`config.mk`:
```
export PLATFORM = sky130hd
export DESIGN_NAME = rtk_ctrl
export DESIGN_NICKNAME = d
export VERILOG_FILES = /design/src/hdl/rtk_pkg.sv /design/src/hdl/rtk_ctrl.sv
export SDC_FILE = /design/constraint.sdc
export NUM_CORES = 1
export LEC_CHECK = 0
export ABC_CLOCK_PERIOD_IN_PS = 3500
export BUFFER_PORTS_ARGS = -buffer_cell sky130_fd_sc_hd__buf_2
export CORE_MARGIN = 2
export CORE_UTILIZATION = 54
export DETAILED_ROUTE_END_ITERATION = 6
export GPL_TIMING_DRIVEN = 0
export PLACE_DENSITY = 0.79
export SLEW_MARGIN = 20
export SYNTH_ARGS = -nofsm -noshare
export SYNTH_HDL_FRONTEND = slang
export SYNTH_SLANG_ARGS = --single-unit
```
`constraint.sdc`:
```
create_clock -name clk -period 3.5 [get_ports clk]
set_clock_uncertainty 0.2 [all_clocks]
set_input_delay 0.35 -clock clk [delete_from_list [all_inputs] [get_ports clk]]
set_output_delay 0.35 -clock clk [all_outputs]
set_load 0.005 [all_outputs]
```
`src/hdl/rtk_pkg.sv`:
```
package rtk_pkg;

  localparam int CW      = 6;
  localparam int ID_W    = 48;
  localparam int NUM_W   = 31;
  localparam int TIME_W  = 40;
  localparam int SS_W    = 26;
  localparam int CFG_W   = 9;
  localparam int IN_DW   = 152;
  localparam int OUT_DW  = 152;

  localparam int HOURS_PER_DAY = 24;
  localparam int SECS_PER_HOUR = 3600;
  localparam int SECS_PER_DAY  = HOURS_PER_DAY * SECS_PER_HOUR;
  localparam logic [CFG_W-1:0] STALE_DAYS_RST = 9'd7;

  localparam logic [2:0] OP_MERGE  = 3'd0;
  localparam logic [2:0] OP_DROP   = 3'd1;
  localparam logic [2:0] OP_EXPIRE = 3'd2;
  localparam logic [2:0] OP_CLEAR  = 3'd3;
  localparam logic [2:0] OP_READ   = 3'd4;

  localparam logic [2:0] ST_UPDATED  = 3'd0;
  localparam logic [2:0] ST_ADDED    = 3'd1;
  localparam logic [2:0] ST_BAD_ID   = 3'd2;
  localparam logic [2:0] ST_NOTIFIED = 3'd3;
  localparam logic [2:0] ST_REJECTED = 3'd4;
  localparam logic [2:0] ST_DONE     = 3'd5;

  typedef struct packed {
    logic [ID_W-1:0]   id;
    logic [NUM_W-1:0]  number;
    logic signed [7:0] primary;
    logic signed [15:0] keyword;
    logic              taken;
    logic              fresh;
    logic [TIME_W-1:0] seen_at;
  } ent_t;

  localparam int ENT_W = $bits(ent_t);

  typedef struct packed {
    logic load;
    logic scan_clr;
    logic scan;
    logic rd_en;
    logic commit;
    logic move;
    logic emit_plain;
    logic emit_row;
    logic last;
  } cmd_t;

  typedef struct packed {
    logic [2:0]    op;
    logic          skip;
    logic          match;
    logic          out_free;
    logic [CW-1:0] cnt;
  } sts_t;

  // true when a ranks strictly below b
  function automatic logic ent_worse(ent_t a, ent_t b);
    logic res;
    if (a.primary != b.primary) begin
      res = ($signed(a.primary) < $signed(b.primary));
    end else if (a.seen_at != b.seen_at) begin
      res = (a.seen_at < b.seen_at);
    end else begin
      res = (a.id > b.id);
    end
    return res;
  endfunction

endpackage

```
`src/hdl/rtk_ctrl.sv`:
```
module rtk_ctrl
  import rtk_pkg::*;
#(
  parameter int DEPTH = 32
) (
  input  logic                     clk,
  input  logic                     rst_n,
  input  logic                     in_tvalid,
  output logic                     in_tready,
  input  sts_t                     sts,
  output cmd_t                     cmd,
  output logic [$clog2(DEPTH)-1:0] rd_addr
);

  localparam int AW = $clog2(DEPTH);

  typedef enum logic [8:0] {
    S_IDLE   = 9'b000000001,
    S_DISP   = 9'b000000010,
    S_SCAN   = 9'b000000100,
    S_DRAIN  = 9'b000001000,
    S_COMMIT = 9'b000010000,
    S_RDLAST = 9'b000100000,
    S_MOVE   = 9'b001000000,
    S_EMITP  = 9'b010000000,
    S_EMITE  = 9'b100000000
  } state_t;

  state_t        state_r, state_nxt;
  logic [AW-1:0] idx_r, idx_nxt;
  logic [CW-1:0] k_r, k_nxt;
  logic [CW-1:0] cnt_m1;
  logic          needs_scan;

  assign cnt_m1 = sts.cnt - CW'(1);
  assign needs_scan = (sts.cnt != '0) &&
                      ((sts.op == OP_MERGE && !sts.skip) || sts.op == OP_DROP ||
                       sts.op == OP_EXPIRE || sts.op == OP_CLEAR || sts.op == OP_READ);

  always_comb begin
    state_nxt = state_r;
    idx_nxt   = idx_r;
    k_nxt     = k_r;
    cmd       = '0;
    rd_addr   = idx_r;
    in_tready = 1'b0;
    unique case (state_r)
      S_IDLE: begin
        in_tready = rst_n;
        if (in_tvalid && rst_n) begin
          cmd.load  = 1'b1;
          state_nxt = S_DISP;
        end
      end
      S_DISP: begin
        if (needs_scan) begin
          cmd.scan_clr = 1'b1;
          idx_nxt      = '0;
          k_nxt        = '0;
          state_nxt    = S_SCAN;
        end else begin
          state_nxt = S_COMMIT;
        end
      end
      S_SCAN: begin
        cmd.rd_en = 1'b1;
        cmd.scan  = 1'b1;
        if (CW'(idx_r) == cnt_m1) begin
          state_nxt = S_DRAIN;
        end else begin
          idx_nxt = idx_r + AW'(1);
        end
      end
      S_DRAIN: begin
        state_nxt = (sts.op == OP_READ) ? S_EMITE : S_COMMIT;
      end
      S_COMMIT: begin
        if (sts.op == OP_DROP && sts.match) begin
          state_nxt = S_RDLAST;
        end else begin
          cmd.commit = 1'b1;
          state_nxt  = S_EMITP;
        end
      end
      S_RDLAST: begin
        cmd.rd_en = 1'b1;
        rd_addr   = cnt_m1[AW-1:0];
        state_nxt = S_MOVE;
      end
      S_MOVE: begin
        cmd.move  = 1'b1;
        state_nxt = S_EMITP;
      end
      S_EMITP: begin
        if (sts.out_free) begin
          cmd.emit_plain = 1'b1;
          state_nxt      = S_IDLE;
        end
      end
      S_EMITE: begin
        if (sts.out_free) begin
          cmd.emit_row = 1'b1;
          cmd.last     = (k_r == cnt_m1);
          if (k_r == cnt_m1) begin
            state_nxt = S_IDLE;
          end else begin
            cmd.scan_clr = 1'b1;
            k_nxt        = k_r + CW'(1);
            idx_nxt      = '0;
            state_nxt    = S_SCAN;
          end
        end
      end
      default: state_nxt = S_IDLE;
    endcase
  end

  always_ff @(posedge clk) begin
    if (!rst_n) begin
      state_r <= S_IDLE;
      idx_r   <= '0;
      k_r     <= '0;
    end else begin
      state_r <= state_nxt;
      idx_r   <= idx_nxt;
      k_r     <= k_nxt;
    end
  end

endmodule

```
==> flow_summary.yaml, run 1 <==
outcome:
  status: "completed"
synth:
  synth_top_area_share_pct: 27.5
  synthesis.area_um2: 1460
  synth_top_family_by_area: "simple AND/OR/NAND/NOR gates"
  synthAdderAreaFrac_pct: 3.44
  ys_warn_count: 0
  muxShareOfSynthArea_pct: 1.37
  synth-edff-count: 0
  synthCells: 181
  avgSynthCellArea_um2: 8.05
  syn-num-nets: 200
  synth_xor_xnor_area_share_pct: 18.1
  synth_cell_type_count: 42
  synth_seq_cells: 20
  synth.top_cells.by_count: "nor2_1, dfxtp_1, o21ai_0, nand2_1, xnor2_1"
  synthSimpleGateAreaFrac_pct: 31.4
  synth_most_common_cell: "nor2_1"
  synth_seq_area_share_pct: 27.5
  synth_compound_area_share_pct: 14.3
  async_flop_share_pct: 0
  synth.largest_area_cell: "dfxtp_1"
  synthTopCellsByArea: "dfxtp_1, xnor2_1, xor2_1"
  synthFlopType: "dfxtp_1"
worst_setup_path:
  crit_arrival_ns: 2.79
  crit_path_max_fanout: 6
  r2r_setup_slack_ns: 0.62
  crit_path_end_kind: "output pin"
  required_ns: 2.95
  path_class: "in -> out"
  start_kind: "primary input"
  reg2reg_to: "idx_r[4]"
  crit_start: "sts[0]"
  r2r_cells: 7
  worstReg2RegStart: "state_r[6]"
global_routing:
  grt.overflow.total: 0
  grt_pass1_vias: 1241
  grt_max_degree: 13
  antenna_found_initial: 0
  grt_first_pass_wirelength_mm: 5.40
  track_usage_pct: 21.5
final_layout:
  antenna_cells: 0
  syn_to_final_growth_pct: 15.5
  regArea_um2: 400
  finalNetCount: 232
  layout.cells.non_filler: 242
  drive_gt1_share_pct: 18.9
  multi_input_area_um2: 1000
  n_fill_cell: 225
clock_network:
  cts.sinks: 20
  cts_resized: 0
  cts_setup_buffers: 0
  numCtsBuffers: 3
  clockBufferDepth: 2
  clkTransAtPathRegs_ns: 0.12
  cts_root_buf: "clkbuf_4"
  cts_max_level: 1
  cts_tree: "built"
  clock_latency_ns: 0.32
  hold_buffers: 0
pwr:
  p_int_mw: 0.392
  clock_power_share_pct: 37.0
  netSwitchingPower_mw: 0.144
  seqPwrFrac_pct: 44.7
  leakagePower_nw: 0.753
  netSwitchingFraction_pct: 26.8
  p_total_mw: 0.536
  ir_drop_mv: 0.322
  power_frac_comb_pct: 18.4
  powerDensity_nw_per_um2: 319
route:
  wl_mm: 3.45
  ant_nets: 0
  drtPass1Iterations: 4
  viasPerCell: 5.86
  drcViolationCount: 0
  vias: 1419
  drt_iter0_drc: 33
  wl_per_cell_um: 14.2
worst_hold_path:
  min_path_cells: 2
  hp-start: "rst_n"
  hold_class: "in -> reg"
  min_to: "state_r[0]"
floorplan:
  die_h_um: 55.9
  core_area_um2: 2520
  die_width_um: 55.9
  dieArea_um2: 3130
  io_pins: 30
  start_util_pct: 57.7
  rows: 18
sta:
  tightest_slew_ns: 0.587
  post-route-min-period_ns: 3.34
  setup_tns_ns: 0
  fmax_mhz: 300
  final_max_slew_viol_count: 0
  finalSetupViolations: 0
  hold_viol_final: 0
  rsz0062_at_grt: "false"
  fin_crit_sh_pct: 95.3
  max-slew-margin-rel_pct: 60.8
place:
  io_buffers: 27
  gp_congestion: 0.862
  hpwl_mm: 2.75
  dp.cells: 238
flow_run:
  drv_cap: 0
[power groups by stage]
stage	registers, mW	clock network, mW	logic [mW]
floorplan	0.243	0	0.0691
global placement	0.244	0	0.0940
detailed placement	0.244	0	0.0972
CTS	0.239	0.200	0.0983
global route	0.240	0.212	0.108
finish	0.239	0.198	0.0983
[layout make-up]
type | count | area share [%]
Buffer | 4 | 1.34
Clock buffer | 3 | 1.34
Clock inverter | 1 | 1.79
Inverter | 9 | 2.01
Multi-Input combinational cell | 148 | 59.4
Sequential cell | 20 | 23.8
Tap cell | 30 | 2.23
Timing Repair Buffer | 27 | 8.04
[flip-flops by register name, indices dropped and copies added (netlist names)]
name and cells:
k_r 6, idx_r 5, state_r 9
[cells in the final DEF (no fill, tap or decap), types with 2 or more instances in the layout]
| cell type | count |
|---|---|
| xor2_1 | 11 |
| o21ai_0 | 15 |
| xnor2_1 | 14 |
| clkbuf_4 | 3 |
| inv_1 | 9 |
| buf_2 | 27 |
| nand2_1 | 14 |
| nor2_1 | 23 |
| a21oi_1 | 7 |
| nor3_1 | 3 |
| o2111ai_1 | 2 |
| and3_1 | 4 |
| xnor3_1 | 2 |
| nor2b_1 | 2 |
| o211ai_1 | 4 |
| dfxtp_1 | 20 |
| nand3_1 | 6 |
| nand2b_1 | 4 |
| nor4_1 | 5 |
| or3_1 | 5 |
| a31oi_1 | 2 |
| mux2i_1 | 2 |
| clkbuf_1 | 3 |
| ha_1 | 4 |
[per-stage QoR]
stage	setup slack, ns	utilization (%)	instance area, µm²	hold WS [ns]
floorplan	0.748	-	1460	0.212
global placement	0.339	64.6	1630	0.303
detailed placement	0.203	64.6	1630	0.318
CTS	0.190	66.7	1680	0.0636
global route	0.0216	66.7	1680	0.0586
finish	0.165	66.7	1680	0.0704
[kinds of logic after synthesis]
group,count (synthesis)
fa+ha+maj,4
flops,20
mux,2
compound gates,33
xor+xnor,27
buf+inv,13
simple gates,82
[metal layers]
layer	track usage (%)	up-vias	share of wire, %
met5	0	-	0
met4	5.78	0	1.4
met3	5.35	6	5.4
met2	38.1	52	48
met1	25.9	656	45
li1	-	705	-
[worst max-delay path by stage]
| stage | endpoint | cells after the start | slack, ns |
|---|---|---|---|
| finish | cmd[7] | 10 | 0.16 |
| global route | cmd[7] | 10 | 0.02 |
| floorplan | cmd[7] | 9 | 0.75 |
| global placement | cmd[7] | 10 | 0.34 |
| CTS | cmd[7] | 10 | 0.19 |
| detailed placement | cmd[7] | 10 | 0.20 |
[critical path: stages]
cell,delay (ns)
clkbuf_1,0.17
inv_1,0.12
ha_1,0.19
nor3b_1,0.51
xnor2_1,0.16
nor4_1,0.53
a21oi_1,0.27
nor2_1,0.30
inv_1,0.06
buf_2,0.13
Note: power is estimated with default switching activity, not from simulation.
==> inputs of run 2 (changes only) <==
--- a/config.mk
+++ b/config.mk
@@ -8,10 +8,11 @@
 export ABC_CLOCK_PERIOD_IN_PS = 3500
 export BUFFER_PORTS_ARGS = -buffer_cell sky130_fd_sc_hd__buf_2
 export CORE_MARGIN = 2
-export CORE_UTILIZATION = 54
+export CORE_UTILIZATION = 56
+export CTS_BUF_LIST = sky130_fd_sc_hd__clkbuf_8
 export DETAILED_ROUTE_END_ITERATION = 6
 export GPL_TIMING_DRIVEN = 0
-export PLACE_DENSITY = 0.79
+export PLACE_DENSITY = 0.81
 export SLEW_MARGIN = 20
 export SYNTH_ARGS = -nofsm -noshare
 export SYNTH_HDL_FRONTEND = slang
==> flow_summary.yaml, run 2 (synthesis gave the netlist of run 1 again) <==
clock_network:
  cts_root_buf: "clkbuf_8"
  hold_buffers: 0
  clock_latency_ns: 0.25
  clockBufferDepth: 2
  cts_resized: 0
  numCtsBuffers: 3
  cts_setup_buffers: 0
  cts_tree: "built"
  clkTransAtPathRegs_ns: 0.07
  cts_max_level: 1
  cts.sinks: 20
floorplan:
  dieArea_um2: 3020
  core_area_um2: 2480
  die_width_um: 55.0
  io_pins: 30
  rows: 18
  die_h_um: 55.0
  start_util_pct: 58.8
place:
  gp_congestion: 0.826
  dp.cells: 238
  hpwl_mm: 2.74
  io_buffers: 27
global_routing:
  grt.overflow.total: 0
  grt_first_pass_wirelength_mm: 5.33
  track_usage_pct: 23.8
  antenna_found_initial: 0
  grt_pass1_vias: 1269
  grt_max_degree: 11
route:
  viasPerCell: 5.76
  wl_mm: 3.44
  vias: 1389
  ant_nets: 0
  wl_per_cell_um: 14.3
  drtPass1Iterations: 4
  drt_iter0_drc: 26
  drcViolationCount: 0
pwr:
  netSwitchingPower_mw: 0.134
  ir_drop_mv: 0.272
  seqPwrFrac_pct: 49.0
  leakagePower_nw: 0.748
  clock_power_share_pct: 30.5
  power_frac_comb_pct: 20.5
  p_int_mw: 0.353
  powerDensity_nw_per_um2: 291
  netSwitchingFraction_pct: 27.6
sta:
  rsz0062_at_grt: "false"
  tightest_slew_ns: 0.666
  max-slew-margin-rel_pct: 55.0
  hold_viol_final: 0
  post-route-min-period_ns: 3.17
  final_max_slew_viol_count: 0
  setup_tns_ns: 0
  finalSetupViolations: 0
  fin_crit_sh_pct: 90.4
  fmax_mhz: 316
final_layout:
  largest_reg_flops: 9
  layout_common_cells: "buf_2, nor2_1, dfxtp_1"
  top_regs: "state_r: 9 flops, k_r: 6 flops, idx_r: 5 flops"
  antenna_cells: 0
  final_common_cell: "buf_2"
  syn_to_final_growth_pct: 15.0
  regMostFlops: "state_r"
  layout.cells.non_filler: 241
  finalNetCount: 232
  drive_gt1_share_pct: 19.0
flow_run:
  drv_cap: 0
worst_setup_path:
  start_kind: "flip-flop"
  path_class: "reg -> out"
  crit_path_end_kind: "output pin"
  crit_path_max_fanout: 7
  required_ns: 2.95
  crit_arrival_ns: 2.62
outcome:
  status: "completed"
worst_hold_path:
  hold_class: "in -> reg"
## run 2: power groups by stage
stage	clock network [mW]	logic, mW	registers [mW]
finish	0.149	0.0999	0.239
global route	0.155	0.110	0.240
CTS	0.151	0.0997	0.239
detailed placement	0	0.0986	0.244
global placement	0	0.0944	0.244
floorplan	0	0.0691	0.243
## run 2: critical path, cell delays in order (launching register included)
cell,delay (ns)
dfxtp_1,0.39
or4_1,0.60
nor4_1,0.38
nand4b_1,0.24
a21oi_1,0.41
nor2_1,0.16
inv_1,0.08
buf_2,0.10
## run 2: worst paths after layout
kind / from / end / slack (ns) / cells after the start
worst min register to register: k_r[5] / k_r[5] / 0.33 / 2
worst min-delay path: rst_n / state_r[0] / 0.13 / 2
worst max register to register: state_r[7] / idx_r[3] / 0.66 / 7
worst max-delay path: state_r[2] / cmd[7] / 0.33 / 7
## run 2: area by class of cell
type | instances | area, µm²
plain buffers | 4 | 22.5
clock buffers | 3 | 41.3
fillers | 208 | 802
inverters | 9 | 33.8
multi-input cells | 148 | 1000
flip-flops and latches | 20 | 400
well taps | 30 | 37.5
repair buffers | 27 | 135
## run 2: metrics by stage
step / power (mW) / area (µm²) / worst slack, ns / utilization, % / hold WS, ns
after floorplan: 0.312 / 1460 / 0.748 / - / 0.212
after global placement: 0.338 / 1630 / 0.335 / 65.8 / 0.302
after detailed placement: 0.343 / 1630 / 0.280 / 65.8 / 0.320
after CTS: 0.490 / 1670 / 0.250 / 67.4 / 0.128
after global routing: 0.505 / 1680 / 0.150 / 67.6 / 0.142
final: 0.487 / 1680 / 0.334 / 67.6 / 0.134
## run 2: layer usage
metal / up-vias / track usage, % / part of all wire [%]
met1: 661 / 27.5 / 43
met4: 0 / 6.10 / 0.87
li1: 701 / - / -
met5: - / 0 / 0
met3: 5 / 2.42 / 2.7
met2: 22 / 46.2 / 53
==> inputs of run 3 (changes only) <==
--- a/config.mk
+++ b/config.mk
@@ -5,14 +5,13 @@
 export SDC_FILE = /design/constraint.sdc
 export NUM_CORES = 1
 export LEC_CHECK = 0
+export ABC_AREA = 1
 export ABC_CLOCK_PERIOD_IN_PS = 3500
 export BUFFER_PORTS_ARGS = -buffer_cell sky130_fd_sc_hd__buf_2
-export CORE_MARGIN = 2
-export CORE_UTILIZATION = 56
+export CORE_UTILIZATION = 35
 export CTS_BUF_LIST = sky130_fd_sc_hd__clkbuf_8
 export DETAILED_ROUTE_END_ITERATION = 6
 export GPL_TIMING_DRIVEN = 0
-export PLACE_DENSITY = 0.81
 export SLEW_MARGIN = 20
 export SYNTH_ARGS = -nofsm -noshare
 export SYNTH_HDL_FRONTEND = slang
==> flow_summary.yaml, run 3 <==
place:
  gp_congestion: 0.811
  io_buffers: 29
  hpwl_mm: 3.53
sta:
  hold_viol_final: 0
  max-slew-margin-rel_pct: 65.7
  post-route-min-period_ns: 2.59
  fin_crit_sh_pct: 74.0
  finalSetupViolations: 0
  tightest_slew_ns: 0.514
  final_max_slew_viol_count: 0
  setup_tns_ns: 0
  rsz0062_at_grt: "false"
  fmax_mhz: 386
global_routing:
  track_usage_pct: 17.9
  grt_pass1_vias: 1644
  grt_first_pass_wirelength_mm: 7.50
  grt.overflow.total: 0
  antenna_found_initial: 0
  grt_max_degree: 12
worst_setup_path:
  cpMaxStageDelayCell: "ha_1"
  r2r_cells: 10
  path_common_cell: "nand2_1"
  crit_path_cell_trace: "buf_2 > inv_2 > ha_1 > inv_1 > nand2_1 > nand2_1 > nand3_1 > nor2_1 > nand2_1 > nor2_4 > nand2_1 > nand2_4 > nand2_4 > buf_2"
  reg2reg_to: "idx_r[3]"
  crit_path_end_kind: "output pin"
  r2r_setup_slack_ns: 1.58
  path_class: "in -> out"
  crit_arrival_ns: 2.04
  worstReg2RegStart: "state_r[4]"
  crit_path_max_fanout: 9
  crit_path_max_incr_delay_ns: 0.36
  required_ns: 2.95
  start_kind: "primary input"
clock_network:
  clockBufferDepth: 2
  cts_setup_buffers: 0
  cts_tree: "built"
  numCtsBuffers: 3
  clock_latency_ns: 0.26
  cts_root_buf: "clkbuf_8"
  hold_buffers: 0
  clkTransAtPathRegs_ns: 0.08
  cts_max_level: 1
  cts.sinks: 20
  cts_resized: 0
synth:
  syn-num-nets: 291
  synthTopCellsByArea: "dfxtp_1, nand2_1, nand3_1"
  avgSynthCellArea_um2: 6.45
  synth_cell_type_count: 30
  synth-edff-count: 0
  synth_top_area_share_pct: 22.8
  async_flop_share_pct: 0
  synthCells: 272
  synth.largest_area_cell: "dfxtp_1"
  synthFlopType: "dfxtp_1"
  synth_seq_area_share_pct: 22.8
  synth_seq_cells: 20
  synth_most_common_cell: "nand2_1"
  ys_warn_count: 0
  synth.top_cells.by_count: "nand2_1, inv_1, nand3_1, nor2_1, dfxtp_1"
  synthesis.area_um2: 1750
floorplan:
  start_util_pct: 36.7
  die_h_um: 72.8
  die_width_um: 72.8
  io_pins: 30
  rows: 25
  dieArea_um2: 5300
  core_area_um2: 4790
final_layout:
  largest_reg_flops: 9
  drive_gt1_share_pct: 20.7
  top_regs: "state_r: 9 flops, k_r: 6 flops, idx_r: 5 flops"
  syn_to_final_growth_pct: 16.2
  layout_common_cells: "nand2_1, inv_1, nand3_1"
  finalNetCount: 325
  regMostFlops: "state_r"
  multi_input_area_um2: 1160
  antenna_cells: 0
  final_common_cell: "nand2_1"
  regArea_um2: 400
  n_fill_cell: 515
worst_hold_path:
  min_to: "state_r[0]"
  hp-start: "rst_n"
  min_path_cells: 2
  hold_class: "in -> reg"
route:
  viasPerCell: 4.92
  drtPass1Iterations: 4
  drcViolationCount: 0
  vias: 1829
  wl_per_cell_um: 11.5
  wl_mm: 4.29
  ant_nets: 0
  drt_iter0_drc: 72
outcome:
  status: "completed"
pwr:
  powerDensity_nw_per_um2: 335
  p_total_mw: 0.684
  ir_drop_mv: 0.187
  leakagePower_nw: 0.918
flow_run:
  drv_cap: 0
-- run 3: changes by cell type after synthesis, moves of 8 or more --
cell / delta
xnor2_1: -13
nor3_1: +8
nand3_1: +33
a21oi_1: +9
o21ai_0: -10
inv_1: +32
nand4_1: +12
nand2_1: +41
-- run 3: metal layers --
layer / part of all wire, % / global-route usage, % / up-vias
li1: - / - / 960
met1: 48 / 25.3 / 835
met2: 47 / 29.1 / 29
met3: 4.1 / 2.49 / 5
met4: 0.79 / 3.92 / 0
met5: 0 / 0 / -
-- run 3: kinds of logic (layout without fill, tap and decap cells) --
group,Yosys count,count (layout),synth area share (%)
AND/OR/NAND/NOR,170,170,52.5
buffers and inverters,48,81,11.0
AO/OA/AOI/OAI,23,23,7.35
flip-flops,20,20,22.8
XOR/XNOR,7,7,3.50
adder cells (fa/ha/maj),4,4,2.85
-- run 3: final cells by class --
| cell class | count | area share (%) |
|---|---|---|
| Multi-Input combinational cell | 204 | 57.0 |
| Sequential cell | 20 | 19.6 |
| Inverter | 44 | 8.23 |
| Timing Repair Buffer | 29 | 7.12 |
| Tap cell | 67 | 4.11 |
| Clock buffer | 4 | 2.70 |
| Buffer | 4 | 1.23 |
-- run 3: worst max-delay path by stage --
stage / endpoint / depth (start not counted) / slack [ns] / startpoint
floorplan: cmd[7] / 12 / 1.44 / sts[0]
global placement: cmd[7] / 14 / 0.90 / sts[0]
detailed placement: cmd[7] / 14 / 0.91 / sts[0]
CTS: cmd[7] / 14 / 0.90 / sts[0]
global route: cmd[7] / 14 / 0.76 / sts[0]
finish: cmd[7] / 14 / 0.91 / sts[0]
-- run 3: metrics by stage --
step | setup slack, ns | hold WS (ns) | instance area [µm²] | util (%) | cells
after global placement | 0.903 | 0.313 | 1980 | 41.4 | 368
after detailed placement | 0.910 | 0.321 | 1980 | 41.4 | 368
after CTS | 0.904 | 0.145 | 2040 | 42.6 | 372
after floorplan | 1.44 | 0.234 | 1750 | - | 272
final | 0.909 | 0.151 | 2040 | 42.6 | 372
after global routing | 0.762 | 0.148 | 2040 | 42.6 | 372
-- run 3: worst max-delay path, delay by kind of cell --
family | cells | cell delay (ns)
fa+ha+maj | 1 | 0.36
simple gates | 9 | 0.83
buf+inv | 4 | 0.49
-- run 3: report_power, final --
| part | switching, mW | leakage [nW] | internal, mW |
|---|---|---|---|
| logic | 0.159 | 0.727 | 0.0831 |
| registers | 0.0161 | 0.162 | 0.244 |
| clock network | 0.0814 | 0.0288 | 0.100 |
| total | 0.256 | 0.918 | 0.427 |
